--- src/design/nearest_scale_heatmap_colorizer_top_assert.svh ---
// assertion macros shared by the colorizer rtl
`ifndef NEAREST_SCALE_HEATMAP_COLORIZER_TOP_ASSERT_SVH
`define NEAREST_SCALE_HEATMAP_COLORIZER_TOP_ASSERT_SVH

// same-cycle implication, disabled during reset
`define NSH_ASSERT_IMP(label, clk, rst_n, ante, cons, msg) \
	label: assert property (@(posedge clk) disable iff (!rst_n) (ante) |-> (cons)) \
		else $error(msg);

// next-cycle implication, disabled during reset
`define NSH_ASSERT_NXT(label, clk, rst_n, ante, cons, msg) \
	label: assert property (@(posedge clk) disable iff (!rst_n) (ante) |=> (cons)) \
		else $error(msg);

`endif

--- src/design/nsh_pkg.sv ---
`timescale 1ns / 1ps

package nsh_pkg;

	// fixed field widths
	localparam int SRC_DIM_W  = 7;
	localparam int OUT_DIM_W  = 11;
	localparam int COORD_W    = 10;
	localparam int LOAD_IDX_W = 12;
	localparam int LOAD_VAL_W = 10;
	localparam int CH_W       = 10;
	localparam int SRC_IDX_W  = 12;
	localparam int CFG_IDX_W  = 3;
	localparam int CFG_DATA_W = 11;

	// derived datapath widths
	localparam int PROD_W     = COORD_W + SRC_DIM_W;
	localparam int QUOT_W     = SRC_DIM_W;
	localparam int IDX_FULL_W = 2 * SRC_DIM_W;
	localparam int SAMPLE_MAX_W = 16;

	// register indexes
	localparam logic [CFG_IDX_W-1:0] REG_SRC_WIDTH  = 3'd0;
	localparam logic [CFG_IDX_W-1:0] REG_SRC_HEIGHT = 3'd1;
	localparam logic [CFG_IDX_W-1:0] REG_OUT_WIDTH  = 3'd2;
	localparam logic [CFG_IDX_W-1:0] REG_OUT_HEIGHT = 3'd3;
	localparam logic [CFG_IDX_W-1:0] REG_HEAT_MODE  = 3'd4;

	// opcodes
	localparam logic OP_LOAD   = 1'b0;
	localparam logic OP_RENDER = 1'b1;

	// heatmap band edges
	localparam logic [SAMPLE_MAX_W-1:0] BAND_1 = 16'd255;
	localparam logic [SAMPLE_MAX_W-1:0] BAND_2 = 16'd510;
	localparam logic [SAMPLE_MAX_W-1:0] BAND_3 = 16'd765;

	typedef struct packed {
		logic start;
	} div_ctl_t;

	typedef struct packed {
		logic busy;
		logic done;
	} div_sts_t;

	typedef struct packed {
		logic [CH_W-1:0] red;
		logic [CH_W-1:0] green;
		logic [CH_W-1:0] blue;
	} rgb_t;

	// grayscale replication or piecewise heatmap
	function automatic rgb_t colorize(input logic [SAMPLE_MAX_W-1:0] v, input logic heat);
		rgb_t c;
		logic [SAMPLE_MAX_W-1:0] d;
		c = '0;
		d = '0;
		if (!heat) begin
			c.red   = v[CH_W-1:0];
			c.green = v[CH_W-1:0];
			c.blue  = v[CH_W-1:0];
		end else if (v < BAND_1) begin
			c.blue = v[CH_W-1:0];
		end else if (v < BAND_2) begin
			d = v - BAND_1;
			c.green = d[CH_W-1:0];
			d = BAND_2 - v;
			c.blue = d[CH_W-1:0];
		end else if (v < BAND_3) begin
			d = v - BAND_2;
			c.red = d[CH_W-1:0];
			d = BAND_3 - v;
			c.green = d[CH_W-1:0];
		end else begin
			d = v - BAND_3;
			if (d > BAND_1) begin
				d = BAND_1;
			end
			c.red   = BAND_1[CH_W-1:0];
			c.green = d[CH_W-1:0];
			c.blue  = d[CH_W-1:0];
		end
		return c;
	endfunction

endpackage

--- src/design/nsh_div.sv ---
`timescale 1ns / 1ps

// restoring radix-2 divider, one quotient bit per cycle
// dividend must be below divisor * 2**QUOT_W
module nsh_div (
	input  logic                              clk,
	input  logic                              arst_n,
	input  nsh_pkg::div_ctl_t                 ctl,
	input  logic [nsh_pkg::PROD_W-1:0]        dividend,
	input  logic [nsh_pkg::OUT_DIM_W-1:0]     divisor,
	output nsh_pkg::div_sts_t                 sts,
	output logic [nsh_pkg::QUOT_W-1:0]        quotient
);

	localparam int CNT_W = $clog2(nsh_pkg::QUOT_W);

	logic                          busy_q;
	logic                          done_q;
	logic [CNT_W-1:0]              cnt_q;
	logic [nsh_pkg::OUT_DIM_W-1:0] rem_q;
	logic [nsh_pkg::OUT_DIM_W-1:0] dvs_q;
	logic [nsh_pkg::QUOT_W-1:0]    shf_q;

	logic [nsh_pkg::OUT_DIM_W:0]   trial;
	logic                          fits;
	logic [nsh_pkg::OUT_DIM_W:0]   diff;

	// trial subtract of the shifted remainder
	always_comb begin
		trial = {rem_q, shf_q[nsh_pkg::QUOT_W-1]};
		fits  = trial >= {1'b0, dvs_q};
		diff  = trial - {1'b0, dvs_q};
	end

	// control
	always_ff @(posedge clk or negedge arst_n) begin
		if (!arst_n) begin
			busy_q <= 1'b0;
			done_q <= 1'b0;
			cnt_q  <= '0;
		end else begin
			done_q <= 1'b0;
			if (ctl.start) begin
				busy_q <= 1'b1;
				cnt_q  <= CNT_W'(nsh_pkg::QUOT_W - 1);
			end else if (busy_q) begin
				if (cnt_q == '0) begin
					busy_q <= 1'b0;
					done_q <= 1'b1;
				end else begin
					cnt_q <= cnt_q - 1'b1;
				end
			end
		end
	end

	// remainder and dividend/quotient shift register
	always_ff @(posedge clk) begin
		if (ctl.start) begin
			rem_q <= nsh_pkg::OUT_DIM_W'(dividend[nsh_pkg::PROD_W-1:nsh_pkg::QUOT_W]);
			shf_q <= dividend[nsh_pkg::QUOT_W-1:0];
			dvs_q <= divisor;
		end else if (busy_q) begin
			rem_q <= fits ? diff[nsh_pkg::OUT_DIM_W-1:0] : trial[nsh_pkg::OUT_DIM_W-1:0];
			shf_q <= {shf_q[nsh_pkg::QUOT_W-2:0], fits};
		end
	end

	assign sts.busy = busy_q;
	assign sts.done = done_q;
	assign quotient = shf_q;

endmodule

--- config.mk ---
export PLATFORM = sky130hd
export DESIGN_NAME = nsh_div
export DESIGN_NICKNAME = d
export VERILOG_FILES = /design/src/design/nearest_scale_heatmap_colorizer_top_assert.svh /design/src/design/nsh_pkg.sv /design/src/design/nsh_div.sv
export SDC_FILE = /design/constraint.sdc
export NUM_CORES = 1
export LEC_CHECK = 0
export ABC_CLOCK_PERIOD_IN_PS = 5200
export BUFFER_PORTS_ARGS = -buffer_cell sky130_fd_sc_hd__buf_2
export CAP_MARGIN = 20
export CORE_ASPECT_RATIO = 0.7
export CORE_MARGIN = 2
export CORE_UTILIZATION = 45
export CTS_BUF_LIST = sky130_fd_sc_hd__clkbuf_16
export CTS_CLUSTER_DIAMETER = 60
export DETAILED_ROUTE_END_ITERATION = 8
export GPL_TIMING_DRIVEN = 0
export PLACE_DENSITY = 0.67
export SLEW_MARGIN = 20
export SYNTH_ARGS = -nofsm -noshare
export SYNTH_HDL_FRONTEND = slang
export SYNTH_SLANG_ARGS = --single-unit
--- constraint.sdc ---
create_clock -name clk -period 5.2 [get_ports clk]
set_input_delay 0.52 -clock clk [delete_from_list [all_inputs] [get_ports clk]]
set_output_delay 0.52 -clock clk [all_outputs]
set_load 0.005 [all_outputs]
==> results.sh <==
export IMPL_outcome="completed"
export IMPL_gp_congestion=0.777
export IMPL_final_area_mm2=0.00243
export IMPL_vdd_drop_max_mv=0.253
export IMPL_drt_pass1_iter_count=4
export IMPL_multi_input_area_um2=910
export IMPL_finish_net_count=269
export IMPL_port_buffers=39
export IMPL_synth_seq_cells=34
export IMPL_p_comb_frac=0.489
export IMPL_grt_pass1_vias=1351
export IMPL_period_minus_slack_ps=2740
export IMPL_worstSetupStartpointType="input port"
export IMPL_clk_pin_slew_ps=50
export IMPL_avgRoutedWirePerCell_um=14.3
export IMPL_crit_path_cell_trace="buf_2, clkbuf_1, inv_1, clkbuf_1, buf_1, nand2_1"
export IMPL_num_rows=20
export IMPL_powerDensity_mw_per_mm2=579
export IMPL_diodes=0
export IMPL_hold_path_class="in -> async"
export IMPL_critPathRequiredTime_ps=5040
export IMPL_yosysWarnings=0
export IMPL_synth_edf_count=28
export IMPL_final_cell_mix="buf_2 (39), edfxtp_1 (28), inv_1 (16)"
export IMPL_power_frac_clock=0.203
export IMPL_switching_power_uw=498
export IMPL_sequentialPowerShare=0.308
export IMPL_area_growth_pct=20.1
export IMPL_regArea_um2=986
export IMPL_htreeDepth=2
export IMPL_clk_latency_ps=280
export IMPL_synth_avg_cell_area_um2=11.4
export IMPL_first_iter_violations=102
export IMPL_netlist_area_mm2=0.00202
export IMPL_core_area_mm2=0.00433
export IMPL_dp_hpwl_um=2960
export IMPL_synthMuxAreaShare=0.0842
export IMPL_clockBufferDepth=2
export IMPL_grt_usage=0.178
export IMPL_grt_pass1_wl_um=6680
export IMPL_cts_sinks=34
export IMPL_drive_gt1_frac=0.271
export IMPL_synthAdderAreaFrac=0.0904
export IMPL_fin_setup_tns_ps=0
export IMPL_grt_max_degree=18
export IMPL_worst_ep_arrival_time_ps=2590
export IMPL_fp_dieW_um=84.1
export IMPL_fill_cells=369
export IMPL_synth_nets=223
export IMPL_viasPerCell=5.18
export IMPL_cts_resized_gates=0
export IMPL_drv_slew=0
export IMPL_synth_async_sr_flop_share=0.147
export IMPL_leakage_nw=1.09
export IMPL_synth_top_family_by_area="compound AO/OA/AOI/OAI gates"
export IMPL_crit_top_cell="clkbuf_1"
export IMPL_synth_simple_area_share=0.103
export IMPL_critPathMaxFanout=17
export IMPL_drv_cap=0
export IMPL_yosysSeqAreaShare=0.488
export IMPL_cts_buffers=5
export IMPL_synth_cells=178
export IMPL_die_y_um=60.1
export IMPL_intPower_uw=907
export IMPL_grt_antenna_before_repair=0
export IMPL_slowest_delay_ps=600
export IMPL_root_buffer="clkbuf_16"
export IMPL_synth_compound_area_share=0.142
export IMPL_num_vias=1451
export IMPL_post_cts_setup_buffer_count=0
export IMPL_critPathCaptureType="flip-flop"
export IMPL_post_route_period_util=0.528
export IMPL_crit_slowest_cell="nand2_1"
export IMPL_criticalPathCategory="in -> reg"
export IMPL_timing_fmax_ghz=0.365
export IMPL_io_pins=40
export IMPL_rsz0062_at_grt="no"
export IMPL_cts_tree="yes"
export IMPL_hold_violations=0
export IMPL_synth_ff_type="edfxtp_1"
export IMPL_grt_overflow=0
export IMPL_fin_util=0.560
export IMPL_p_sw_frac=0.355
export IMPL_drc=0
export IMPL_postPlaceCellArea_mm2=0.00228
export IMPL_synth_xor_area_frac=0.0303
export IMPL_hold_buffers=0
export IMPL_tightestPinTransition_ps=774
export IMPL_drt_wl_total_um=4020
export IMPL_fp_dieArea_mm2=0.00505
export IMPL_final_common_cell="buf_2"
export IMPL_synth_distinct_cells=46
export IMPL_skew_ps=5.37
export IMPL_setup_viol=0
export IMPL_initial_core_util=0.467
export IMPL_ant_nets=0
export IMPL_slew_headroom=0.483
critical path: cells and delay by family:
kind	cells	cell delay, ps
buffers and inverters	5	1450
AND/OR/NAND/NOR	1	600
kinds of logic (layout without fill, tap and decap cells):
kind of cell,after synthesis,count (layout)
compound gates,38,38
xor+xnor,7,7
fa+ha+maj,14,14
buf+inv,25,72
flops,34,34
mux,16,16
simple gates,44,44
layout make-up:
cell class | count | share of cell area
Clock inverter | 3 | 0.00670
Multi-Input combinational cell | 119 | 0.375
Timing Repair Buffer | 39 | 0.0805
Tap cell | 55 | 0.0284
Buffer | 9 | 0.0268
Sequential cell | 34 | 0.406
Inverter | 16 | 0.0248
Clock buffer | 5 | 0.0516
stage by stage:
stage	instances	power, mW	setup WS (ps)	hold slack, ps
6_report	280	1.40	2460	50.9
5_1_grt	280	1.52	2250	49.5
4_1_cts	280	1.41	2440	50.0
3_3_place_gp	272	1.12	2160	341
2_1_floorplan	178	0.981	2750	224
3_5_place_dp	272	1.12	2150	343
flip-flops by register name (all words and copies together), names as in the netlist:
register	count
quotient	7
rem_q	11
done_q	1
busy_q	1
cnt_q	3
dvs_q	11
power by group through the flow:
stage / Sequential [mW] / Clock, mW / Combinational [mW]
final: 0.432 / 0.285 / 0.687
after floorplan: 0.425 / 0 / 0.556
after CTS: 0.433 / 0.292 / 0.689
after detailed placement: 0.438 / 0 / 0.684
after global routing: 0.444 / 0.306 / 0.766
after global placement: 0.437 / 0 / 0.679
synthesized netlist by cell type (all sizes together) (2+ instances only):
cell    instances  area (µm²)
o31a            2        17.5
clkbuf          3        11.3
xor2            2        17.5
xnor2           5        43.8
dfrtp           5         125
nand3b          2        15.0
nand3           3        15.0
nor2           15        56.3
ha             13         163
mux2i           8        80.1
mux2            8        90.1
buf             6        53.8
o41ai           2        36.3
inv            16        60.1
nand2          15        56.3
o211ai          2        15.0
a21oi           8        40.0
a21o            2        15.0
o21ai           6        30.0
and3            2        13.8
o21a            4        30.0
edfxtp         28         841
nor2b           2        20.0
a211o           2        17.5
nor3            2        10.0
worst paths after layout:
| kind | to | startpoint | cells past startpoint | slack [ps] |
|---|---|---|---|---|
| worst max-delay path | quotient[0] | ctl | 6 | 2460 |
| worst min-delay path | cnt_q[2] | arst_n | 1 | 50 |
| worst min register to register | cnt_q[2] | cnt_q[2] | 1 | 500 |
| max in group asynchronous | done_q | arst_n | 1 | 5020 |
| min in group clk | dvs_q[1] | divisor[1] | 1 | 410 |
| worst max register to register | rem_q[6] | quotient[6] | 11 | 2510 |
per-layer routing:
layer | share of wire | track usage | wire length [µm] | up-vias
met2 | 0.41 | 0.265 | 1660 | 33
met5 | 0 | 0 | 0 | -
met4 | 0.0080 | 0.0622 | 32 | 0
li1 | - | - | - | 740
met3 | 0.055 | 0.0566 | 220 | 5
met1 | 0.52 | 0.246 | 2110 | 673
No activity file was read; power rests on OpenSTA's default activity.
